## src/hw/rtl/hmbs_fifo.sv

```systemverilog
// ----------------------------------------------------------------------------
// hmbs_fifo
// Small register-based queue with push/full and pop/empty; the head entry
// is shown combinationally while empty is low.
// ----------------------------------------------------------------------------
`default_nettype none

module hmbs_fifo #(
    parameter int unsigned WIDTH = 8,
    parameter int unsigned DEPTH = 4
) (
    input  wire logic             clk,
    input  wire logic             rst_n,
    input  wire logic             push,
    input  wire logic [WIDTH-1:0] wdata,
    output logic                  full,
    input  wire logic             pop,
    output logic [WIDTH-1:0]      rdata,
    output logic                  empty
);

    localparam int PW = (DEPTH > 1) ? $clog2(DEPTH) : 1;
    localparam int CW = $clog2(DEPTH + 1);

    logic [WIDTH-1:0] data_reg [DEPTH];
    logic [PW-1:0]    rd_ptr_reg, rd_ptr_next;
    logic [PW-1:0]    wr_ptr_reg, wr_ptr_next;
    logic [CW-1:0]    count_reg, count_next;
    logic             do_push;
    logic             do_pop;

    // handshake status
    assign full    = (count_reg == CW'(DEPTH));
    assign empty   = (count_reg == '0);
    assign do_push = push && !full;
    assign do_pop  = pop && !empty;
    assign rdata   = data_reg[rd_ptr_reg];

    // pointer and fill count update
    always_comb
    begin
        rd_ptr_next = rd_ptr_reg;
        wr_ptr_next = wr_ptr_reg;
        if (do_pop)
        begin
            rd_ptr_next = (rd_ptr_reg == PW'(DEPTH - 1)) ? '0 : rd_ptr_reg + PW'(1);
        end
        if (do_push)
        begin
            wr_ptr_next = (wr_ptr_reg == PW'(DEPTH - 1)) ? '0 : wr_ptr_reg + PW'(1);
        end
        unique case ({do_push, do_pop})
            2'b10:   count_next = count_reg + CW'(1);
            2'b01:   count_next = count_reg - CW'(1);
            default: count_next = count_reg;
        endcase
    end

    always_ff @(posedge clk or negedge rst_n)
    begin
        if (!rst_n)
        begin
            rd_ptr_reg <= '0;
            wr_ptr_reg <= '0;
            count_reg  <= '0;
        end
        else
        begin
            rd_ptr_reg <= rd_ptr_next;
            wr_ptr_reg <= wr_ptr_next;
            count_reg  <= count_next;
        end
    end

    // entry storage
    always_ff @(posedge clk)
    begin
        if (do_push)
        begin
            data_reg[wr_ptr_reg] <= wdata;
        end
    end

endmodule

`default_nettype wire

```

## config.mk

```make
export PLATFORM = sky130hd
export DESIGN_NAME = hmbs_fifo
export DESIGN_NICKNAME = d
export VERILOG_FILES = /design/src/hw/rtl/hmbs_fifo.sv
export SDC_FILE = /design/constraint.sdc
export NUM_CORES = 1
export LEC_CHECK = 0
export ABC_AREA = 1
export BUFFER_PORTS_ARGS = -buffer_cell sky130_fd_sc_hd__buf_4
export CAP_MARGIN = 20
export CELL_PAD_IN_SITES_DETAIL_PLACEMENT = 1
export CELL_PAD_IN_SITES_GLOBAL_PLACEMENT = 2
export CORE_UTILIZATION = 34
export CTS_CLUSTER_DIAMETER = 200
export CTS_CLUSTER_SIZE = 25
export DETAILED_ROUTE_END_ITERATION = 8
export PLACE_DENSITY_LB_ADDON = 0.1
export SKIP_LAST_GASP = 1
export SLEW_MARGIN = 20
export SYNTH_ARGS = -nofsm -noshare
export SYNTH_HDL_FRONTEND = slang
export SYNTH_SLANG_ARGS = --single-unit
```

## constraint.sdc

```tcl
create_clock -name clk -period 1.6 [get_ports clk]
set_clock_uncertainty 0.05 [all_clocks]
set_input_delay 0.48 -clock clk [delete_from_list [all_inputs] [get_ports clk]]
set_output_delay 0.48 -clock clk [all_outputs]
set_load 0.005 [all_outputs]
```

==> implementation parameters <==
Parameter                              Value

Critical path
  Crit-path max FO    35
  List of cells traversed by the critical path    buf_12, o211ai_1, nand2_1, buf_4
  Data arrival time of the critical path    1.29 ns
  Required arrival time at the worst endpoint    1.07 ns
  Maximum single-stage delay on the critical path    0.40 ns
  CP max-delay cell    dfrtp_1
  Kind of start point of the critical path    flip-flop
  Capturing element type of the critical path    output port
  Critical path type    flip-flop to output port

Power
  Sw Share    0.346
  Internal power summed over all cells    2.84 mW
  Switching power of the nets    1.50 mW
  Fraction of power consumed by the clock network    0.192
  Lkg Pwr    1.04 nW
  Pwr dens    1840 nW/um^2
  Sequential fraction of design power    0.342
  Share of total power in combinational logic    0.465
  Worst IR drop on VDD    0.865 mV

Timing
  Hold slack final    0.335 ns
  Max Freq    550 MHz
  Worst Max-Slew Pin Slew    0.174 ns
  Final setup violating endpoints    12
  Post-route fraction of the period consumed by the critical path    1.14
  Shortest period the worst path allows    1.82 ns
  Final critical-path setup slack    -0.218 ns
  Setup repair after global routing missed its margin    yes
  Slew Viols, Final    0
  Final Hold Violating Endpoints    0
  Worst slew margin    0.884

Final layout
  Number of antenna cells inserted    0
  Area Growth Syn to Fin    33.6%
  Final core utilization    0.487
  Flip-flop count of the largest register after layout    32
  Layout net count    222
  Fraction of layout cells with a size suffix above 1    0.358

Floorplanning
  Height of the die    74.1 um
  I/O pins    22
  Starting Density    0.365
  Die ar.    5500 um^2
  Die width    74.1 um
  Cell Rows    25
  Core Footprint    4850 um^2

GRT
  Via count of the first global-routing pass    1266
  Global-route wire length before repair    5840 um
  Pin count of the biggest net entering global routing    36
  Number of antenna violations at the first check in global routing    0
  Overflow after GRT    0
  Total Routing Usage GR    0.149

Place
  Weighted congestion reported at the end of routability-driven placement    0.826
  Count of buffers inserted at the top-level ports    21
  Post-detailed-placement half-perimeter wirelength    2590 um

Detailed routing
  Routed length per placed instance    13.8 um
  Count of vias placed by the detailed router    1217
  Routed Antenna Nets    0
  Routed WL    3730 um
  Post-route DRC violation count    0
  Violation count after the first detailed-route iteration    54
  Mean number of vias per cell    4.49
  Number of search-and-repair iterations in the first detailed-routing pass    3

Yosys
  Number of library cell types mapped by synthesis    15
  Number of nets in the synthesized netlist    173
  Combined area of all synthesized cells    1770 um^2
  Proportion of synthesized chip area in sequential cells    0.642
  Per-instance average area after synthesis    11.5 um^2
  Flip-flop and latch count after synthesis    39
  Total number of yosys warnings    0
  Synthesized instance count    154

Flow run
  Number of max-cap violations    0

Status
  Violated checks    negative setup slack
  Outcome    finished with violations

Clock tree
  TritonCTS clock tree    done
  Max clock buf depth    2
  Clock edge transition at the registers on the reported setup and hold paths    0.08 ns
  Maximum level of the CTS H-tree    2
  Clock Sink Count    39
  Number of buffers created by CTS    5
  Clock network latency to the later pin of the worst-skew pair    0.29 ns
  Clock tree root driver cell    clkbuf_8

Worst hold path
  Hold Path Class    primary input to flip-flop
-- placed cells by master (no fill, tap or decap) --
| master | instances |
|---|---|
| nand2_4 | 2 |
| fa_2 | 1 |
| nor2_1 | 6 |
| ha_4 | 1 |
| inv_1 | 24 |
| nand4_1 | 1 |
| buf_4 | 40 |
| inv_2 | 7 |
| xnor2_1 | 1 |
| inv_4 | 1 |
| clkbuf_8 | 5 |
| bufinv_16 | 1 |
| ha_1 | 5 |
| nand2_1 | 35 |
| clkinv_4 | 1 |
| nand2_2 | 2 |
| buf_6 | 4 |
| edfxtp_1 | 32 |
| o21ai_2 | 1 |
| dlygate4sd3_1 | 1 |
| nand3_2 | 1 |
| nand3_1 | 4 |
| buf_12 | 2 |
| dfrtp_1 | 6 |
| o211ai_1 | 16 |
| dfrtp_2 | 1 |
| nand3_4 | 2 |
| inv_6 | 1 |
-- metrics by stage --
step / setup TNS, ns / area [um^2] / setup slack, ns / total power, mW / instances
global route: -2.63 / 2360 / -0.275 / 4.62 / 271
detailed placement: -0.0936 / 2120 / -0.0529 / 3.27 / 253
floorplan: 0 / 1790 / 0.000340 / 2.52 / 154
finish: -1.87 / 2360 / -0.218 / 4.34 / 271
CTS: -1.88 / 2320 / -0.232 / 4.26 / 269
global placement: -0.00230 / 2120 / -0.00230 / 3.17 / 253
-- cell type report --
cell class	count	area (um^2)
Tap cell	67	83.8
Sequential cell	39	1140
Inverter	32	123
Multi-Input combinational cell	78	508
Clock buffer	5	68.8
Timing Repair Buffer	47	395
Fill cell	554	2480
Clock inverter	3	47.5
-- path summary, 6_finish.rpt --
path,cells past startpoint,startpoint,end,slack [ns]
max,4,rd_ptr_reg[0]$_DFFE_PN0P_,rdata[7],-0.22
min,1,wdata[4],data_reg[1][4]$_DFFE_PP_,0.34
max reg2reg,10,count_reg[1]$_DFFE_PN0P_,count_reg[2]$_DFFE_PN0P_,-0.10
min reg2reg,2,count_reg[2]$_DFFE_PN0P_,count_reg[2]$_DFFE_PN0P_,0.52
max in group asynchronous,2,rst_n,count_reg[2]$_DFFE_PN0P_,0.88
min in group asynchronous,2,rst_n,rd_ptr_reg[1]$_DFFE_PN0P_,0.48
-- synthesized netlist by cell type --
cell	instances	area, um^2
nand2_1	38	143
edfxtp_1	32	961
inv_1	32	120
o211ai_1	16	120
dfrtp_1	7	175
ha_1	6	75.1
nor2_1	6	22.5
buf_6	5	56.3
nand3_1	5	25.0
nand3_2	2	20.0
fa_1	1	20.0
nand2_4	1	11.3
nand4_1	1	6.26
o21ai_0	1	5.00
xnor2_1	1	8.76
-- cell families (layout without fill, tap and decap cells) --
family / Yosys count / after routing / share of synthesized area
compound gates: 17 / 17 / 0.0707
xor+xnor: 1 / 1 / 0.00495
fa+ha+maj: 7 / 7 / 0.0537
buf+inv: 37 / 87 / 0.0997
flops: 39 / 39 / 0.642
simple gates: 53 / 53 / 0.129
-- power by group through the flow --
| stage | Combinational [mW] | Clock (mW) | Sequential, mW |
|---|---|---|---|
| floorplan | 1.05 | 0 | 1.48 |
| global placement | 1.68 | 0 | 1.49 |
| detailed placement | 1.76 | 0 | 1.51 |
| CTS | 1.92 | 0.856 | 1.48 |
| global route | 2.23 | 0.889 | 1.51 |
| finish | 2.02 | 0.835 | 1.49 |
-- metal layers --
| metal | GRT usage | routed length, um |
|---|---|---|
| met3 | 0.0325 | 101 |
| met4 | 0.0449 | 27 |
| met1 | 0.174 | 1580 |
| met5 | 0 | 0 |
| met2 | 0.271 | 2020 |
-- worst max-delay path, delay by kind of cell, from the launching register on --
family,cells,cell delay (ns)
DFF,1,0.40
and+or+nand+nor,1,0.09
AOI/OAI and AO/OA,1,0.19
buffers and inverters,2,0.31
-- timing repair --
item	4_1_cts	5_1_grt
pin swaps	3	9
hold endpoints to repair	7	0
hold buffers	1	0
buffers inserted	7	2
setup endpoints to repair	12	17
resized for setup	8	8
Note: power is estimated with default switching activity, not from simulation.
