===== src/hw/rtl/hmbs_pkg.sv =====
// ----------------------------------------------------------------------------
// hmbs_pkg
// Shared types and constants of the heightmap bilinear sampler: field widths,
// register indexes, the queue entry between front and back, and the
// fixed-point constants of the address reduction and the blend.
// ----------------------------------------------------------------------------
`default_nettype none

package hmbs_pkg;

    // field widths
    localparam int COORD_W  = 24;
    localparam int HEIGHT_W = 16;
    localparam int INDEX_W  = 16;
    localparam int DIM_W    = 9;
    localparam int FRAC_W   = 8;
    localparam int RES_W    = 18;

    // configuration register indexes
    localparam int CFG_IDX_W = 1;
    localparam logic [CFG_IDX_W-1:0] REG_MAP_WIDTH  = 1'b0;
    localparam logic [CFG_IDX_W-1:0] REG_MAP_HEIGHT = 1'b1;
    localparam logic [DIM_W-1:0]     DIM_RESET      = 9'd256;

    // operation codes
    localparam logic OP_WRITE  = 1'b0;
    localparam logic OP_SAMPLE = 1'b1;

    // queue depths
    localparam int MID_DEPTH = 4;
    localparam int OUT_DEPTH = 16;

    // linear store index and its reduction modulo the store size
    localparam int LIN_W       = 2 * DIM_W;
    localparam int RECIP_SHIFT = 20;
    localparam int RECIP_W     = 19;
    localparam int PROD_W      = LIN_W + RECIP_W;
    localparam int Q_W         = PROD_W - RECIP_SHIFT;
    localparam int WORDS_W     = 25;
    localparam int QM_W        = Q_W + WORDS_W;

    // blend arithmetic
    localparam int WEIGHT_W = FRAC_W + 1;
    localparam int HPROD_W  = HEIGHT_W + WEIGHT_W;
    localparam int TOP_W    = HEIGHT_W + FRAC_W;
    localparam int SUM_W    = 32;
    localparam int RES_SHIFT = 14;
    localparam logic [WEIGHT_W-1:0] ONE_WEIGHT = 9'd256;
    localparam logic [SUM_W-1:0]    ROUND_C    = 32'd8192;

    // one axis of a sample coordinate, split into neighbours and fraction
    typedef struct packed {
        logic              in_map;
        logic [DIM_W-1:0]  lo;
        logic [DIM_W-1:0]  hi;
        logic [FRAC_W-1:0] frac;
    } axis_t;

    // classified item travelling from front to back
    typedef struct packed {
        logic                sample;
        logic                in_map;
        logic [DIM_W-1:0]    c0;
        logic [DIM_W-1:0]    c1;
        logic [DIM_W-1:0]    r0;
        logic [DIM_W-1:0]    r1;
        logic [FRAC_W-1:0]   xf;
        logic [FRAC_W-1:0]   yf;
        logic [INDEX_W-1:0]  widx;
        logic [HEIGHT_W-1:0] wdata;
    } entry_t;

    // per-stage sideband of the back pipeline
    typedef struct packed {
        logic              valid;
        logic              sample;
        logic              in_map;
        logic [FRAC_W-1:0] xf;
        logic [FRAC_W-1:0] yf;
    } side_t;

    // pending store write
    typedef struct packed {
        logic                en;
        logic [INDEX_W-1:0]  idx;
        logic [HEIGHT_W-1:0] data;
    } wr_t;

    // one result item
    typedef struct packed {
        logic             outside;
        logic [RES_W-1:0] height;
    } result_t;

endpackage

`default_nettype wire


===== src/hw/rtl/hmbs_front.sv =====
// ----------------------------------------------------------------------------
// hmbs_front
// Classifies an incoming item: a write passes its index and data, a sample
// is range-checked on both axes and split into neighbour columns/rows and
// 8-bit fractions, with the far neighbour clamped at the map edge.
// ----------------------------------------------------------------------------
`default_nettype none

module hmbs_front
    import hmbs_pkg::*;
(
    input  wire logic                op,
    input  wire logic [INDEX_W-1:0]  write_index,
    input  wire logic [HEIGHT_W-1:0] write_height,
    input  wire logic [COORD_W-1:0]  sample_x,
    input  wire logic [COORD_W-1:0]  sample_y,
    input  wire logic [DIM_W-1:0]    map_width,
    input  wire logic [DIM_W-1:0]    map_height,
    output entry_t                   entry
);

    // range check and neighbour split for one axis
    function automatic axis_t split_axis(input logic [COORD_W-1:0] c,
                                         input logic [DIM_W-1:0]   lim);
        logic [DIM_W:0] nxt;
        axis_t          a;
        // negative values, with the top bit set, are outside
        a.in_map = !c[COORD_W-1] &&
                   (c[COORD_W-2:0] < {6'd0, lim, 8'd0});
        a.lo     = c[FRAC_W +: DIM_W];
        nxt      = {1'b0, c[FRAC_W +: DIM_W]} + (DIM_W + 1)'(1);
        a.hi     = (nxt < {1'b0, lim}) ? nxt[DIM_W-1:0] : c[FRAC_W +: DIM_W];
        a.frac   = c[FRAC_W-1:0];
        return a;
    endfunction

    axis_t ax;
    axis_t ay;

    assign ax = split_axis(sample_x, map_width);
    assign ay = split_axis(sample_y, map_height);

    // queue entry
    always_comb
    begin
        entry.sample = (op == OP_SAMPLE);
        entry.in_map = ax.in_map && ay.in_map;
        entry.c0     = ax.lo;
        entry.c1     = ax.hi;
        entry.r0     = ay.lo;
        entry.r1     = ay.hi;
        entry.xf     = ax.frac;
        entry.yf     = ay.frac;
        entry.widx   = write_index;
        entry.wdata  = write_height;
    end

endmodule

`default_nettype wire


===== config.mk =====
export PLATFORM = sky130hd
export DESIGN_NAME = hmbs_front
export DESIGN_NICKNAME = d
export VERILOG_FILES = /design/src/hw/rtl/hmbs_pkg.sv /design/src/hw/rtl/hmbs_front.sv
export SDC_FILE = /design/constraint.sdc
export NUM_CORES = 1
export LEC_CHECK = 0
export ABC_AREA = 1
export BUFFER_PORTS_ARGS = -buffer_cell sky130_fd_sc_hd__buf_2
export CAP_MARGIN = 20
export CORE_MARGIN = 4
export CORE_UTILIZATION = 43
export DETAILED_ROUTE_END_ITERATION = 10
export PLACE_DENSITY = 0.95
export SLEW_MARGIN = 20
export SYNTH_ARGS = -nofsm -noshare
export SYNTH_HDL_FRONTEND = slang
export SYNTH_SLANG_ARGS = --single-unit

===== constraint.sdc =====
create_clock -name vclk -period 6.5
set_input_delay 1.625 -clock vclk [all_inputs]
set_output_delay 1.625 -clock vclk [all_outputs]
set_load 0.01 [all_outputs]

==> impl_metrics.json <==
{
  "outcome": "completed",
  "multiInputGateArea_sq_um": 1361,
  "finalHoldViolCount": 0,
  "setup_viol": 0,
  "track_usage_pct": 16.05,
  "arrival_ns": 3.79,
  "grt_pass1_vias": 1944,
  "chipWidth_microns": 76.47,
  "final_cell_mix": "92 x nand2_1, 87 x buf_2, 36 x inv_1, 34 x ha_1, 24 x nor2_1",
  "crit_type": "in -> out",
  "tns_ns": 0,
  "crit_family": "simple AND/OR/NAND/NOR gates",
  "grt_pass1_wl_mm": 8.280,
  "regArea_sq_um": 0,
  "io_buffers": 87,
  "total_power_uw": 158.9,
  "nets": 484,
  "fp.coreArea_sq_um": 4444,
  "leakage_nw": 1.260,
  "ys_types": 30,
  "antenna_found_initial": 0,
  "drt-initial-drc-count": 109,
  "holdCritPathClass": "in -> out",
  "dr.pass1.iters": 4,
  "io_pins": 185,
  "fillers": 471,
  "synth_cells": 330,
  "dpl.hpwl_mm": 4.376,
  "synth-seq-area-share_pct": 0,
  "ctsHoldBuffers": 0,
  "power.switching_uw": 95.00,
  "cp-start-kind": "input port",
  "syn_to_final_growth_pct": -0.3722,
  "path_cells": "buf_2 > ha_1 > nand2_1 > nor2_1 > nand4_1 > nand2_1 > inv_2 > ha_1 > a21oi_1 > nand2_1 > a21oi_4 > nand2_4 > nand2_1 > nand2_1 > buf_2",
  "grt_start_max_net_pins": 11,
  "relSlewSlack_pct": 73.70,
  "cts_setup_buffers": 0,
  "crit_fanout": 10,
  "drv_slew": 0,
  "fin_crit_sh_pct": 83.34,
  "wl_mm": 5.063,
  "final_common_cell": "nand2_1",
  "gp_congestion": 0.9463,
  "path_common_cell": "nand2_1",
  "combPwrFrac_pct": 100.0,
  "start_util_pct": 45.35,
  "internal_power_uw": 63.92,
  "post_cts_resized": 0,
  "cp_slowest_cell": "ha_1",
  "die-area_sq_um": 5847,
  "max_freq_mhz": 184.6,
  "ir_worst_vdd_uv": 30.88,
  "die_height_microns": 76.47,
  "antennaDiodeCount": 0,
  "p_sw_share_pct": 59.78,
  "clkbuf_count": 0,
  "nFlopsAndLatches": 0,
  "setup.worst_path.end_class": "output port",
  "num_rows": 24,
  "yosysWarnings": 0,
  "p_per_area_nw_per_um2": 79.14,
  "rsz0062_at_grt": "false",
  "syn-num-nets": 463,
  "wl_per_cell_microns": 12.63,
  "via_per_inst": 5.020,
  "path_buf_inv": 3,
  "overflow": 0,
  "tightest_slew_ns": 0.3945,
  "period_needed_ns": 5.417,
  "worstPathRequired_ns": 4.88,
  "synth_area_sq_um": 2016,
  "vias": 2013,
  "synth.avg_cell_area_sq_um": 6.108,
  "ant_nets": 0,
  "clkPwrFrac_pct": 0,
  "drv_cap": 0,
  "seq_power_share_pct": 0,
  "drive_above_1_share_pct": 28.37,
  "crit_path_max_incr_delay_ns": 0.29,
  "drc": 0
}
## Yosys cell counts (3+ instances only)
cell type / count / area share (%)
nand3_1: 18 / 4.5
nand2_1: 92 / 17
nor2_1: 24 / 4.5
nand2_2: 3 / 0.93
inv_1: 36 / 6.7
ha_1: 34 / 21
a21oi_1: 10 / 2.5
nand4_1: 15 / 4.7
buf_4: 67 / 25
xor2_1: 5 / 2.2
## power by group through the flow
stage | Sequential [mW] | Combinational [mW] | Clock (mW)
floorplan | 0 | 0.134 | 0
global placement | 0 | 0.152 | 0
detailed placement | 0 | 0.158 | 0
CTS | 0 | 0.159 | 0
global route | 0 | 0.179 | 0
finish | 0 | 0.159 | 0
## cell families after synthesis
| logic type | after synthesis | share of synthesized area, % |
|---|---|---|
| XOR/XNOR | 7 | 3.042 |
| AND/OR/NAND/NOR | 166 | 38.49 |
| adder cells (fa/ha/maj) | 34 | 21.11 |
| AO/OA/AOI/OAI | 16 | 4.904 |
| buffers and inverters | 107 | 32.46 |
## layout make-up
type | instances | share of cell area (%)
Inverter | 39 | 7.290
Multi-Input combinational cell | 223 | 67.79
Tap cell | 52 | 3.240
Timing Repair Buffer | 87 | 21.68
## worst paths after layout
check             slack (ns)        end              from  cells past startpoint
hold / removal          3.25  entry[14]  write_height[14]                      0
setup / recovery        1.08  entry[51]       sample_y[9]                     15
## layer usage
layer | share of wire (%) | track usage (%)
met1 | 41 | 18.67
met2 | 51 | 30.40
met3 | 6.5 | 2.482
met4 | 1.1 | 3.623
met5 | 0 | 0
## through the flow
| stage | cells | hold WS (ns) | setup WS [ns] | util [%] | cell area, sq um |
|---|---|---|---|---|---|
| after floorplan | 330 | 3.342 | 1.633 | - | 2016 |
| after global placement | 401 | 3.250 | 1.179 | 45.19 | 2008 |
| after detailed placement | 401 | 3.250 | 1.119 | 45.19 | 2008 |
| after CTS | 401 | 3.250 | 1.111 | 45.19 | 2008 |
| after global routing | 401 | 3.250 | 0.8828 | 45.19 | 2008 |
| final | 401 | 3.250 | 1.083 | 45.19 | 2008 |
(Power assumes the default switching activity.)
